**src/rtl/core/lfd_pkg.sv**
```systemverilog
`timescale 1ns / 1ps

package lfd_pkg;

    // default for the largest frame the design is built for
    localparam int FRAME_LIMIT_DEF = 4096;

    localparam int CFG_W    = 13;
    localparam int INDEX_W  = 12;
    localparam int LENGTH_W = 32;

    localparam logic [CFG_W-1:0] MAX_LEN_RESET = 13'd4096;

    // request kinds
    localparam logic REQ_BYTE      = 1'b0;
    localparam logic REQ_LINK_LOST = 1'b1;

    // frame type codes
    localparam logic [7:0] TYPE_INPUT    = 8'h01;
    localparam logic [7:0] TYPE_PAD_INFO = 8'h03;
    localparam logic [7:0] TYPE_PAD_GONE = 8'h04;
    localparam logic [7:0] TYPE_CALIB    = 8'h06;

    // payload lengths that decide the report
    localparam logic [LENGTH_W-1:0] INPUT_REPORT_LEN = 32'd64;
    localparam logic [LENGTH_W-1:0] PAD_INFO_MIN_LEN = 32'd7;

    typedef enum logic [1:0] {
        PH_HEADER,
        PH_TYPE,
        PH_PAYLOAD
    } t_phase;

    typedef enum logic [2:0] {
        EV_NONE,
        EV_INPUT,
        EV_BAD_INPUT,
        EV_PAD_INFO,
        EV_PAD_GONE,
        EV_CALIB,
        EV_IGNORED,
        EV_BAD_LEN
    } t_event;

    typedef struct packed {
        logic                payload_valid;
        logic [7:0]          payload_byte;
        logic [INDEX_W-1:0]  payload_index;
        logic [7:0]          frame_type;
        logic                frame_end;
        t_event              event_code;
        logic                pad_present;
        logic [LENGTH_W-1:0] frame_length;
    } t_result;

endpackage

```
**src/rtl/core/length_prefixed_frame_deframer_top.sv**
```systemverilog
`timescale 1ns / 1ps

// Length-prefixed frame deframer. Takes one request per cycle on the input
// channel while o_ready is high, either a received stream byte or a link-lost
// event, and returns exactly one result per request, in order. A frame is a
// 32-bit little-endian length L (type byte plus payload), a type byte, then
// L-1 payload bytes; each payload byte comes out with its index and the frame
// type, and the request that ends a frame carries the frame report. Lengths of
// zero or above the smaller of max_frame_len and FRAME_LIMIT are dropped with
// a bad length report and header hunting restarts on the next byte. The
// parser state is updated in a single pass per byte and results are
// registered in a two-entry output stage, so o_ready drops only when both
// output entries are full. max_frame_len is written through the config
// channel, which is always ready; write it only while no request is in
// flight. No clearing pass is needed after reset.
module length_prefixed_frame_deframer_top #(
    parameter int FRAME_LIMIT = lfd_pkg::FRAME_LIMIT_DEF
) (
    input  logic        i_clk,
    input  logic        i_rst_n,
    // config channel
    input  logic        i_cfg_valid,
    output logic        o_cfg_ready,
    input  logic [12:0] i_cfg_data,
    // request channel
    input  logic        i_valid,
    output logic        o_ready,
    input  logic        i_req_type,
    input  logic [7:0]  i_rx_byte,
    // result channel
    output logic        o_valid,
    input  logic        i_ready,
    output logic        o_payload_valid,
    output logic [7:0]  o_payload_byte,
    output logic [11:0] o_payload_index,
    output logic [7:0]  o_frame_type,
    output logic        o_frame_end,
    output logic [2:0]  o_event_code,
    output logic        o_pad_present,
    output logic [31:0] o_frame_length
);

    // payload_left never exceeds FRAME_LIMIT - 1
    localparam int LEFT_W = $clog2(FRAME_LIMIT);
    localparam logic [31:0] LIMIT32 = 32'(FRAME_LIMIT);

    // config register
    logic [12:0] r_max_len;

    // parser state
    lfd_pkg::t_phase r_phase,  n_phase;
    logic [1:0]      r_count,  n_count;
    logic [31:0]     r_accum,  n_accum;
    logic [7:0]      r_type,   n_type;
    logic [LEFT_W-1:0] r_left, n_left;
    logic [11:0]     r_pos,    n_pos;
    logic            r_fzero,  n_fzero;

    logic             accept;
    logic             finish;
    logic [7:0]       fin_type;
    logic             fin_fzero;
    logic [31:0]      limit;
    logic [31:0]      hdr_accum;
    lfd_pkg::t_event  fin_event;
    lfd_pkg::t_result res;
    lfd_pkg::t_result out_data;

    assign o_cfg_ready = 1'b1;
    assign accept      = i_valid && o_ready;

    // effective limit is the smaller of the register and the build limit
    assign limit = ({19'd0, r_max_len} > LIMIT32) ? LIMIT32 : {19'd0, r_max_len};

    // little-endian length gathering
    assign hdr_accum = r_accum | (32'(i_rx_byte) << {r_count, 3'b000});

    // report chosen by type and payload length at frame end
    always_comb begin
        priority if (fin_type == lfd_pkg::TYPE_INPUT) begin
            fin_event = ((r_accum - 32'd1) == lfd_pkg::INPUT_REPORT_LEN) ?
                        lfd_pkg::EV_INPUT : lfd_pkg::EV_BAD_INPUT;
        end else if (fin_type == lfd_pkg::TYPE_PAD_INFO) begin
            fin_event = ((r_accum - 32'd1) >= lfd_pkg::PAD_INFO_MIN_LEN) ?
                        lfd_pkg::EV_PAD_INFO : lfd_pkg::EV_NONE;
        end else if (fin_type == lfd_pkg::TYPE_PAD_GONE) begin
            fin_event = lfd_pkg::EV_PAD_GONE;
        end else if (fin_type == lfd_pkg::TYPE_CALIB) begin
            fin_event = lfd_pkg::EV_CALIB;
        end else begin
            fin_event = lfd_pkg::EV_IGNORED;
        end
    end

    // next state and result for one request
    always_comb begin
        n_phase   = r_phase;
        n_count   = r_count;
        n_accum   = r_accum;
        n_type    = r_type;
        n_left    = r_left;
        n_pos     = r_pos;
        n_fzero   = r_fzero;
        res       = '0;
        finish    = 1'b0;
        fin_type  = r_type;
        fin_fzero = r_fzero;

        if (i_req_type == lfd_pkg::REQ_LINK_LOST) begin
            // link lost: drop everything, report pad gone without frame end
            n_phase        = lfd_pkg::PH_HEADER;
            n_count        = '0;
            n_accum        = '0;
            n_type         = '0;
            n_left         = '0;
            n_pos          = '0;
            n_fzero        = 1'b0;
            res.event_code = lfd_pkg::EV_PAD_GONE;
        end else begin
            unique case (r_phase)
                lfd_pkg::PH_HEADER: begin
                    n_accum = hdr_accum;
                    n_count = r_count + 2'd1;
                    if (r_count == 2'd3) begin
                        if (hdr_accum == 32'd0 || hdr_accum > limit) begin
                            // bad length: report and hunt again
                            res.frame_end    = 1'b1;
                            res.event_code   = lfd_pkg::EV_BAD_LEN;
                            res.frame_length = hdr_accum;
                            n_accum          = '0;
                        end else begin
                            n_phase = lfd_pkg::PH_TYPE;
                        end
                    end
                end
                lfd_pkg::PH_TYPE: begin
                    n_type    = i_rx_byte;
                    n_left    = LEFT_W'(r_accum - 32'd1);
                    n_pos     = '0;
                    n_fzero   = 1'b0;
                    fin_type  = i_rx_byte;
                    fin_fzero = 1'b0;
                    if (r_accum == 32'd1) begin
                        // empty payload, type byte closes the frame
                        finish = 1'b1;
                    end else begin
                        n_phase = lfd_pkg::PH_PAYLOAD;
                    end
                end
                lfd_pkg::PH_PAYLOAD: begin
                    res.payload_valid = 1'b1;
                    res.payload_byte  = i_rx_byte;
                    res.payload_index = r_pos;
                    res.frame_type    = r_type;
                    // index wraps, so the first-byte test sees every wrap too
                    if (r_pos == 12'd0) begin
                        n_fzero = (i_rx_byte == 8'd0);
                    end
                    fin_fzero = n_fzero;
                    n_pos     = r_pos + 12'd1;
                    n_left    = r_left - LEFT_W'(1);
                    if (r_left == LEFT_W'(1)) begin
                        finish = 1'b1;
                    end
                end
                default: begin
                    n_phase = lfd_pkg::PH_HEADER;
                end
            endcase

            if (finish) begin
                res.frame_type   = fin_type;
                res.frame_end    = 1'b1;
                res.event_code   = fin_event;
                res.pad_present  = (fin_event == lfd_pkg::EV_PAD_INFO) && fin_fzero;
                res.frame_length = r_accum;
                n_phase          = lfd_pkg::PH_HEADER;
                n_count          = '0;
                n_accum          = '0;
                n_type           = '0;
                n_left           = '0;
                n_pos            = '0;
                n_fzero          = 1'b0;
            end
        end
    end

    // state register, advances only on an accepted request
    always_ff @(posedge i_clk) begin
        if (!i_rst_n) begin
            r_phase <= lfd_pkg::PH_HEADER;
            r_count <= '0;
            r_accum <= '0;
            r_type  <= '0;
            r_left  <= '0;
            r_pos   <= '0;
            r_fzero <= 1'b0;
        end else if (accept) begin
            r_phase <= n_phase;
            r_count <= n_count;
            r_accum <= n_accum;
            r_type  <= n_type;
            r_left  <= n_left;
            r_pos   <= n_pos;
            r_fzero <= n_fzero;
        end
    end

    // max_frame_len register
    always_ff @(posedge i_clk) begin
        if (!i_rst_n) begin
            r_max_len <= lfd_pkg::MAX_LEN_RESET;
        end else if (i_cfg_valid && o_cfg_ready) begin
            r_max_len <= i_cfg_data;
        end
    end

    // output stage decouples request acceptance from result draining
    lfd_skid u_skid (
        .i_clk   (i_clk),
        .i_rst_n (i_rst_n),
        .i_valid (i_valid),
        .o_ready (o_ready),
        .i_data  (res),
        .o_valid (o_valid),
        .i_ready (i_ready),
        .o_data  (out_data)
    );

    assign o_payload_valid = out_data.payload_valid;
    assign o_payload_byte  = out_data.payload_byte;
    assign o_payload_index = out_data.payload_index;
    assign o_frame_type    = out_data.frame_type;
    assign o_frame_end     = out_data.frame_end;
    assign o_event_code    = out_data.event_code;
    assign o_pad_present   = out_data.pad_present;
    assign o_frame_length  = out_data.frame_length;

    a_count_in_header: assert property (@(posedge i_clk) disable iff (!i_rst_n)
        (r_count != 2'd0) |-> (r_phase == lfd_pkg::PH_HEADER))
        else $error("header byte count set outside header phase");

    a_payload_left: assert property (@(posedge i_clk) disable iff (!i_rst_n)
        (r_phase == lfd_pkg::PH_PAYLOAD) |-> (r_left != '0))
        else $error("payload phase with nothing left");

    a_length_in_range: assert property (@(posedge i_clk) disable iff (!i_rst_n)
        (r_phase != lfd_pkg::PH_HEADER) |-> (r_accum != 32'd0 && r_accum <= LIMIT32))
        else $error("frame length out of range past header");

    a_link_lost_clears: assert property (@(posedge i_clk) disable iff (!i_rst_n)
        (accept && i_req_type == lfd_pkg::REQ_LINK_LOST) |=>
        (r_phase == lfd_pkg::PH_HEADER && r_count == 2'd0 && r_accum == 32'd0))
        else $error("link lost did not clear parser state");

endmodule

```
**src/rtl/core/lfd_skid.sv**
```systemverilog
`timescale 1ns / 1ps

// two-entry output stage: result register plus skid register
module lfd_skid (
    input  logic             i_clk,
    input  logic             i_rst_n,
    input  logic             i_valid,
    output logic             o_ready,
    input  lfd_pkg::t_result i_data,
    output logic             o_valid,
    input  logic             i_ready,
    output lfd_pkg::t_result o_data
);

    logic             r_out_valid;
    logic             r_skid_valid;
    lfd_pkg::t_result r_out;
    lfd_pkg::t_result r_skid;
    logic             n_out_valid;
    logic             n_skid_valid;
    logic             push;
    logic             pop;

    assign o_ready = !r_skid_valid;
    assign o_valid = r_out_valid;
    assign o_data  = r_out;
    assign push    = i_valid && !r_skid_valid;
    assign pop     = r_out_valid && i_ready;

    always_comb begin
        n_out_valid  = r_out_valid;
        n_skid_valid = r_skid_valid;
        if (pop) begin
            n_out_valid  = r_skid_valid || push;
            n_skid_valid = 1'b0;
        end else if (push) begin
            n_out_valid  = 1'b1;
            n_skid_valid = r_out_valid;
        end
    end

    always_ff @(posedge i_clk) begin
        if (!i_rst_n) begin
            r_out_valid  <= 1'b0;
            r_skid_valid <= 1'b0;
        end else begin
            r_out_valid  <= n_out_valid;
            r_skid_valid <= n_skid_valid;
        end
    end

    always_ff @(posedge i_clk) begin
        if (pop) begin
            if (r_skid_valid) begin
                r_out <= r_skid;
            end else if (push) begin
                r_out <= i_data;
            end
        end else if (push) begin
            if (r_out_valid) begin
                r_skid <= i_data;
            end else begin
                r_out <= i_data;
            end
        end
    end

    a_skid_needs_out: assert property (@(posedge i_clk) disable iff (!i_rst_n)
        r_skid_valid |-> r_out_valid)
        else $error("skid entry held while result register empty");

    a_skid_holds: assert property (@(posedge i_clk) disable iff (!i_rst_n)
        (r_skid_valid && !i_ready) |=> (r_skid_valid && $stable(r_skid)))
        else $error("skid entry lost or changed while stalled");

    a_skid_drains: assert property (@(posedge i_clk) disable iff (!i_rst_n)
        (r_skid_valid && i_ready) |=> (r_out_valid && !r_skid_valid))
        else $error("skid entry not moved into result register");

endmodule
```
**config.mk**
```make
export PLATFORM = sky130hd
export DESIGN_NAME = length_prefixed_frame_deframer_top
export DESIGN_NICKNAME = d
export VERILOG_FILES = /design/src/rtl/core/lfd_pkg.sv /design/src/rtl/core/length_prefixed_frame_deframer_top.sv /design/src/rtl/core/lfd_skid.sv
export SDC_FILE = /design/constraint.sdc
export NUM_CORES = 1
export LEC_CHECK = 0
export BUFFER_PORTS_ARGS = -buffer_cell sky130_fd_sc_hd__buf_2
export CAP_MARGIN = 10
export CORE_ASPECT_RATIO = 0.7
export CORE_MARGIN = 5
export CORE_UTILIZATION = 39
export CTS_CLUSTER_DIAMETER = 150
export DETAILED_ROUTE_END_ITERATION = 10
export GPL_TIMING_DRIVEN = 0
export SYNTH_ARGS = -nofsm -noshare
export SYNTH_HDL_FRONTEND = slang
export SYNTH_SLANG_ARGS = --single-unit
```
**constraint.sdc**
```tcl
create_clock -name i_clk -period 4.1 [get_ports i_clk]
set_input_delay 0.205 -clock i_clk [delete_from_list [all_inputs] [get_ports i_clk]]
set_output_delay 0.205 -clock i_clk [all_outputs]
set_load 0.05 [all_outputs]
```
# Word-level counts from Yosys, hierarchy flattened

Index checks and enable logic that the tools add are counted.

Eq/ne operators: 16
Reductions and logical operators: 20
Mux-type cells: 58
Shift-type cells: 1
Bitwise logic cells: 3
Order comparisons: 3
$add $sub $neg: 4

Operators by type and width:

| kind                                                   | number |
|---|---|
| 2-to-1 mux 66 bit                                      | 5 |
| 2-to-1 mux 32 bit                                      | 8 |
| 2-to-1 mux 12 bit                                      | 4 |
| case mux 12 bit (2 select lines)                       | 2 |
| 2-to-1 mux 45 bit                                      | 1 |
| 2-to-1 mux 33 bit                                      | 1 |
| equality test 32 x 1 -> 1 bit (second input constant)  | 1 |
| equality test 32 x 7 -> 1 bit (second input constant)  | 1 |
| >= comparator 32 x 3 -> 1 bit (second input constant)  | 1 |
| greater-than comparator 32 x 13 -> 1 bit               | 1 |
| logical NOT 32 bit                                     | 1 |
| 2-to-1 mux 8 bit                                       | 4 |
| bitwise OR 32 bit                                      | 1 |
| << shifter 8 x 5 -> 32 bit                             | 1 |
| subtractor 32 x 1 -> 32 bit (second input constant)    | 1 |
| 2-to-1 mux 30 bit                                      | 1 |
| 2-to-1 mux 29 bit                                      | 1 |
| 2-to-1 mux 2 bit                                       | 12 |
| equality test 8 x 3 -> 1 bit (second input constant)   | 2 |
| greater-than comparator 13 bit (second input constant) | 1 |
| 2-to-1 mux 13 bit                                      | 1 |
| adder 12 x 1 -> 12 bit (second input constant)         | 1 |
| equality test 12 x 1 -> 1 bit (second input constant)  | 1 |
| logical NOT 12 bit                                     | 1 |
| other kinds (28)                                       | 51 |

Input bits: 27
Output and inout port bits: 69
Register bits: 216
Logic and storage cells: 131

# Longest topological paths before layout

Gate-level depths: netlist of run 1.

Depth in word-level cells: 15
Gate-level depth with buffers: 14
Gate-level depth less buffers: 12

# By module

A second synthesis of run 1 with hierarchy kept.

Cell total of the unflattened synthesis: 971
Area, all modules: 10685.2 um2

By module, submodules not included:

| module                             | area each (um2) | instances | seq. area each (um2) | cells an instance |
|---|---|---|---|---|
| length_prefixed_frame_deframer_top | 5655.4          | 1         | 1641.6               | 750 |
| lfd_skid                           | 5029.8          | 1         | 4003.8               | 221 |

# Least setup slack after synthesis of run 1

Ideal clock, no wire load.

Path type: register to register
Start point: register u_skid.r_out_valid, in the netlist u_skid.o_valid
End point: register u_skid.r_out (netlist bit u_skid.o_data[0]) (enable)
Slack: -0.486 ns
Clock period less this slack: 4.586 ns
Arrival time: 4.074 ns
Cell stages (with the launch flop): 3
Path through: dfxtp_1 -> a21oi_1 -> a21oi_1

Longest elaborated chain between the ends: 3
Elaborated cells between the ends (all ways): 4
Those cells by class: eq/ne (1); reduce/logical (3)

Ends and longest elaborated chain:

| what                                                                  | line           | source |
|---|---|---|
| from (decl)                                                           | lfd_skid.sv:15 | `logic r_out_valid;` |
| from (signal assigned)                                                | lfd_skid.sv:47 | `r_out_valid <= n_out_valid;` |
| logical AND 1 bit                                                     | lfd_skid.sv:28 | `assign pop = r_out_valid && i_ready;` |
| inequality test 2 bit (no line) or nonzero test 2 bit (tied branches) | -              |  |
| AND reduction 3 bit (no line) *                                       | -              |  |
| to (signal assigned)                                                  | lfd_skid.sv:55 | `r_out <= r_skid;` |
| to (signal assigned)                                                  | lfd_skid.sv:57 | `r_out <= i_data;` |
| to (signal assigned)                                                  | lfd_skid.sv:63 | `r_out <= i_data;` |
| to (decl)                                                             | lfd_skid.sv:17 | `lfd_pkg::t_result r_out;` |

Mark *: on every way between the ends. The rest lies on a longest branch, timed or not.
A chain may end at the register's enable or synchronous reset.

==> results of run 1 <==
==> layer usage <==
layer | global-route usage | wire, µm
met1 | 0.2842 | 13580
met2 | 0.2571 | 11090
met3 | 0.03613 | 2185
met4 | 0.02879 | 408
met5 | 0 | 0
==> critical path, stage by stage (launching register included) <==
cell and delay (ps):
dfxtp_1 310, clkbuf_2 190, nor2b_1 140, clkbuf_1 400, a21o_1 220, ha_1 240
a21oi_1 240, nand2b_1 140, o41ai_4 580, a21oi_2 170, o21bai_4 310, buf_2 340
buf_2 280, nor2_1 80
==> cell families (layout without fill, tap and decap cells) <==
kind of cell             Yosys count  after routing  synth area share
XOR/XNOR                          28             28           0.02367
flip-flops                       216            216            0.5450
buffers and inverters             94            245           0.03708
AND/OR/NAND/NOR                  384            384            0.1789
multiplexers                      37             37           0.03829
other                              1              1         0.0003620
adder cells (fa/ha/maj)           24             24           0.02899
AO/OA/AOI/OAI                    225            225            0.1477
==> metrics by stage <==
stage	util	hold WS (ps)	cell area, µm²	worst slack [ps]	setup TNS (ps)
after floorplan	-	306.7	10360	819.6	0
after global placement	0.4346	437.5	11270	-463.6	-20960
after detailed placement	0.4376	446.3	11350	-461.8	-20840
after CTS	0.4708	3.586	12210	64.28	0
after global routing	0.4711	28.92	12220	20.21	0
final	0.4711	26.89	12220	191.3	0
==> timing repair <==
item | CTS | global route
hold endpoints to repair | 14 | 0
hold buffers | 14 | 0
endpoints found under the setup margin | 90 | 43
gates resized for setup | 3 | 3
==> state kept, by name, summed over array words and instances (netlist names) <==
register / count
u_skid.o_data: 66
u_skid.r_skid: 66
r_accum: 32
r_max_len: 13
r_left: 12
r_pos: 12
r_type: 8
r_count: 2
r_phase: 2
r_fzero: 1
u_skid.o_valid: 1
u_skid.r_skid_valid: 1
==> synth_stat cells, types with 4 or more instances <==
cell type / n / share of area
nand3_1: 23 / 0.011
nor2b_1: 9 / 0.0054
nor4_1: 9 / 0.0054
a22o_1: 11 / 0.0093
and2_1: 18 / 0.011
clkbuf_1: 55 / 0.020
xor2_1: 13 / 0.011
a21oi_1: 75 / 0.036
inv_1: 20 / 0.0072
nor4_4: 4 / 0.0082
o21ai_1: 4 / 0.0019
ha_1: 24 / 0.029
dfxtp_1: 84 / 0.16
mux2i_1: 16 / 0.015
o21ai_0: 13 / 0.0063
nand2_1: 130 / 0.047
nand2b_1: 6 / 0.0036
o2bb2ai_1: 9 / 0.0076
o211ai_1: 4 / 0.0029
nor3_1: 27 / 0.013
nor3b_1: 4 / 0.0029
edfxtp_1: 132 / 0.38
nand4_1: 12 / 0.0072
buf_2: 10 / 0.0048
xnor2_1: 15 / 0.013
a22oi_1: 21 / 0.015
mux2_2: 21 / 0.023
o31ai_1: 41 / 0.030
and3_1: 6 / 0.0036
a21o_1: 14 / 0.010
nor2_1: 114 / 0.041
==> how the worst max path moves through the flow <==
stage               startpoint           endpoint  slack [ps]
finish              r_count[1]  u_skid.r_skid[27]         190
global route        r_count[0]  u_skid.r_skid[27]          20
CTS                 r_count[1]  u_skid.r_skid[27]          60
detailed placement  r_count[0]  u_skid.r_skid[34]        -460
global placement    r_count[0]  u_skid.r_skid[34]        -460
floorplan           r_count[1]  u_skid.r_skid[24]         820
==> where the power goes <==
part	internal (mW)	switching (mW)	total, mW
combinational	0.190	0.479	0.669
sequential	2.38	0.0330	2.41
clock	1.07	0.863	1.94
total	3.64	1.37	5.02
==> area by class of cell <==
class,count,share of cell area
Sequential cell,216,0.4621
Multi-Input combinational cell,699,0.3580
Timing Repair Buffer,109,0.05468
Clock buffer,28,0.05028
Tap cell,357,0.03656
Buffer,72,0.02478
Clock inverter,14,0.006861
Inverter,22,0.006759
==> impl_metrics.yaml, run 1 <==
run_status:
  status: "completed"
cells_and_area:
  seq_area_um2: 5645
  areaGrowthSynthToFinish_pct: 17.95
  nFillCells: 2488
  fin_cells: 1517
  drive_gt1_frac: 0.1647
  mostFrequentLayoutCells: "132 x edfxtp_1, 130 x nand2_1, 113 x nor2_1"
  multi_input_area_um2: 4374
  final_nets: 1194
  antenna_cells: 0
  layout_commonest_cell: "edfxtp_1"
route:
  drtIter0Drc: 710
  routedWlPerCell_um: 17.97
  first_pass_iters: 5
  drt-total-wl_mm: 27.26
  detail-route-antenna-nets: 0
  num_vias: 8171
  routed_via_density: 5.386
  route.detailed.drc: 0
sta:
  setup_viol: 0
  hold_violations: 0
  slew_violations: 0
  fin_crit_sh: 0.9533
  rsz0062_at_grt: "false"
  max_slew_margin: 0.3239
  tightest_slew_ps: 1006
  fmax_mhz: 255.8
  finClkSkew_ps: 20.48
  fin_crit_ps: 3909
logic_synthesis:
  syn_avg_cell_area_um2: 10.27
  syn-instance-count: 1009
  synth-seq-cells: 216
  synthArstFlopShare: 0
  ys_types: 73
  seq_area_frac_synth: 0.5450
  synth_nets: 1060
  synth_edf_count: 132
  netlist_area_um2: 10360
  yosysWarnings: 0
  synth_ff_type: "edfxtp_1"
grt:
  grt_max_degree: 57
  antenna_found_initial: 0
  grt_pass1_wl_mm: 43.53
  grt_pass1_vias: 7656
  grt_usage: 0.1796
  grt_overflow: 0
hold_path:
  min_from: "i_valid"
  whs_path_depth: 3
  whs_endpoint: "u_skid.o_valid"
  hp-class: "primary input to flip-flop"
floorplan:
  dieArea_um2: 29970
  fp.coreArea_um2: 25930
  dieHeight_um: 146.4
  fp.dieW_um: 204.8
  rows: 49
  start_util: 0.3994
  ios: 96
worst_setup_path:
  reg2reg_slack_ps: 190
  reg2reg_to: "u_skid.r_skid[27]"
  worstPathMaxFanout: 10
  r2r_cells: 13
  crit_path_end_kind: "flip-flop"
  cp.required_ps: 4380
  reg2reg_from: "r_count[1]"
  worstPathArrival_ps: 4190
  critPathKind: "flip-flop to flip-flop"
  worst_setup_path_start_kind: "flip-flop"
power_and_ir_drop:
  ir_worst_vdd_mv: 0.3510
  finalPower_mw: 5.019
  total_leakage_power_nw: 4.459
  p_per_area_nw_per_um2: 410.8
cts:
  clk-insertion-delay-late_ps: 530
  htree_levels: 1
  cts.sinks: 216
  cts_tree: "done"
  clk_path_buf_depth: 3
  cts_root_buf: "clkbuf_16"
  post_cts_buffers: 0
  cts_buffers: 23
  clkSlewWorstSetupHoldPaths_ps: 60
placement:
  port_buffers: 92
  gp_congestion: 0.9046
  place_inst: 1461
  place_hpwl_mm: 19.57
flow_run:
  maxCapViolCount: 0
(Power assumes the default switching activity.)
==> run 2, diff against run 1 <==
--- a/config.mk
+++ b/config.mk
@@ -15,4 +15,5 @@
 export GPL_TIMING_DRIVEN = 0
 export SYNTH_ARGS = -nofsm -noshare
 export SYNTH_HDL_FRONTEND = slang
+export SYNTH_HIERARCHICAL = 1
 export SYNTH_SLANG_ARGS = --single-unit
==> run 2 against run 1 <==
Via count fell by 1.2%; worst setup slack got worse by 15 ps; flip-flop and latch count did not move; register-to-register slack got worse by 20 ps; clock skew fell by 5.8 ps.
==> impl_metrics.yaml, run 2 <==
run_status:
  status: "completed"
floorplan:
  ios: 96
  rows: 50
  fp.dieW_um: 207.8
  dieArea_um2: 30860
  fp.coreArea_um2: 26840
  start_util: 0.3981
  dieHeight_um: 148.5
logic_synthesis:
  synth_ff_type: "edfxtp_1"
  synth_mux_area_frac: 0.1005
  seq_area_frac_synth: 0.5283
  syn-instance-count: 971
  netlist.area_leader.share: 0.3710
  synth_compound_area_frac: 0.1266
  synth-adder-area-share: 0.03044
  ys_types: 72
  synth_edf_count: 132
  synthArstFlopShare: 0
  synth_nets: 1024
  netlist_area_um2: 10690
  synthTopCellsByArea: "edfxtp_1 37%, dfxtp_1 16%, mux2_4 5.6%, nor2_1 4.0%, a21oi_1 3.1%"
  yosysWarnings: 6
  syn_avg_cell_area_um2: 11.00
  synth-seq-cells: 216
  yosysMostFrequentCell: "edfxtp_1"
  synth_top_family_by_area: "simple AND/OR/NAND/NOR gates"
  synth-simple-area-share: 0.1569
  synth_xor_area_frac: 0.01803
  synth_common_cells: "132 x edfxtp_1, 114 x nor2_1, 84 x dfxtp_1"
  synth_area_leader_cell: "edfxtp_1"
cts:
  cts.sinks: 216
  cts_root_buf: "clkbuf_16"
  cts_tree: "done"
  clk_path_buf_depth: 3
  clkSlewWorstSetupHoldPaths_ps: 70
  clk-insertion-delay-late_ps: 540
  htree_levels: 1
  cts_buffers: 24
  post_cts_buffers: 0
sta:
  setup_viol: 0
  slew_violations: 0
  fmax_mhz: 254.8
  setup_ws_ps: 176.1
  rsz0062_at_grt: "false"
  fin_crit_sh: 0.9571
  hold_violations: 0
  fin_crit_ps: 3924
  finClkSkew_ps: 14.67
  max_slew_margin: 0.2331
  setup_tns_ps: 0
  tightest_slew_ps: 1141
placement:
  placed_cell_area_um2: 11660
  pre_cts_slack_ps: -810.0
  port_buffers: 92
  gp_congestion: 0.9480
  place_hpwl_mm: 20.19
power_and_ir_drop:
  total_leakage_power_nw: 5.019
  combPwrFrac: 0.151
  ir_worst_vdd_mv: 0.3413
  clockPowerShare: 0.402
  switching_power_mw: 1.519
  p_int_mw: 3.883
  p_per_area_nw_per_um2: 426.7
  p_sw_frac: 0.2811
  power_frac_seq: 0.447
worst_setup_path:
  worstPathArrival_ps: 4200
  worstPathMaxFanout: 10
  cp.required_ps: 4380
  r2r_cells: 14
  crit_path_end_kind: "flip-flop"
  worst_setup_path_start_kind: "flip-flop"
  critPathKind: "flip-flop to flip-flop"
route:
  first_pass_iters: 5
  drt-total-wl_mm: 27.93
  drtIter0Drc: 695
  routedWlPerCell_um: 18.77
  detail-route-antenna-nets: 0
  routed_via_density: 5.423
  num_vias: 8070
  route.detailed.drc: 0
grt:
  grt_max_degree: 67
  grt_usage: 0.1767
  grt_pass1_wl_mm: 44.29
  grt_overflow: 0
  antenna_found_initial: 0
  grt_pass1_vias: 7746
cells_and_area:
  drive_gt1_frac: 0.2100
  final_nets: 1159
  antenna_cells: 0
  fin_area_um2: 12660
  nFillCells: 2485
  areaGrowthSynthToFinish_pct: 18.47
  mostFrequentLayoutCells: "132 x edfxtp_1, 113 x nor2_1, 100 x buf_2"
  layout_commonest_cell: "edfxtp_1"
hold_path:
  hp-class: "primary input to flip-flop"
  whs_path_depth: 3
flow_run:
  maxCapViolCount: 0
## run 2: cells by family (layout without fill, tap and decap cells)
kind of cell | count (synthesis) | in the layout
other | 1 | 1
AO/OA/AOI/OAI | 192 | 192
flip-flops | 216 | 216
AND/OR/NAND/NOR | 337 | 337
adder cells (fa/ha/maj) | 26 | 26
XOR/XNOR | 22 | 22
multiplexers | 84 | 84
buffers and inverters | 93 | 246
## run 2: final timing paths
kind / from / end / slack, ps
setup / recovery: r_count[0] / u_skid/o_data[23] / 180
hold reg to reg: r_left[10] / r_left[10] / 460
hold / removal: i_valid / u_skid/o_valid / 60
setup reg to reg: r_count[0] / u_skid/o_data[23] / 180
## run 2: metal layers
metal  part of all wire  GRT usage  up-vias
met3              0.089    0.04765       31
met1               0.49     0.2720     3853
met5                  0          0        -
met4              0.013    0.03019        0
met2               0.40     0.2513      327
li1                   -          -     3859
## run 2: final cells by class
| cell class | count | area, µm² | area share |
|---|---|---|---|
| Timing Repair Buffer | 110 | 668.1 | 0.05278 |
| Buffer | 68 | 340.3 | 0.02689 |
| Clock buffer | 30 | 643.1 | 0.05081 |
| Multi-Input combinational cell | 662 | 4659 | 0.3681 |
| Sequential cell | 216 | 5645 | 0.4460 |
| Clock inverter | 14 | 156.4 | 0.01236 |
| Tap cell | 364 | 455.4 | 0.03598 |
| Inverter | 24 | 90.09 | 0.007117 |
## run 2: power by group through the flow
stage	clock [mW]	combinational [mW]	sequential, mW
floorplan	0	0.422	2.62
global placement	0	0.774	2.47
detailed placement	0	0.791	2.46
CTS	2.21	0.807	2.42
global route	2.30	0.880	2.42
finish	2.17	0.814	2.42
## run 2: stage by stage
stage | power (mW) | utilization | hold slack, ps | instances
CTS | 5.439 | 0.4711 | 19.90 | 1488
finish | 5.402 | 0.4717 | 60.88 | 1488
global route | 5.608 | 0.4717 | 56.87 | 1488
floorplan | 3.038 | - | 318.8 | 971
detailed placement | 3.254 | 0.4346 | 434.3 | 1429
global placement | 3.243 | 0.4324 | 437.1 | 1427
## run 2: repair_timing
action / 4_1_cts / 5_1_grt
setup endpoints to repair: 66 / 30
pin swaps: 0 / 2
hold buffers: 16 / 0
endpoints found under the hold margin: 15 / 0
gates resized for setup: 8 / 11
## run 2: worst max-delay path, stage by stage (launching register included)
cell	delay [ps]
dfxtp_1	320
clkbuf_4	190
nor2b_1	150
clkbuf_4	210
a21o_1	210
ha_1	310
a21o_1	160
a21o_1	170
a221o_1	400
a2111oi_4	440
a21oi_2	180
o21ai_4	290
clkbuf_4	270
nor2_1	90
mux2_2	270
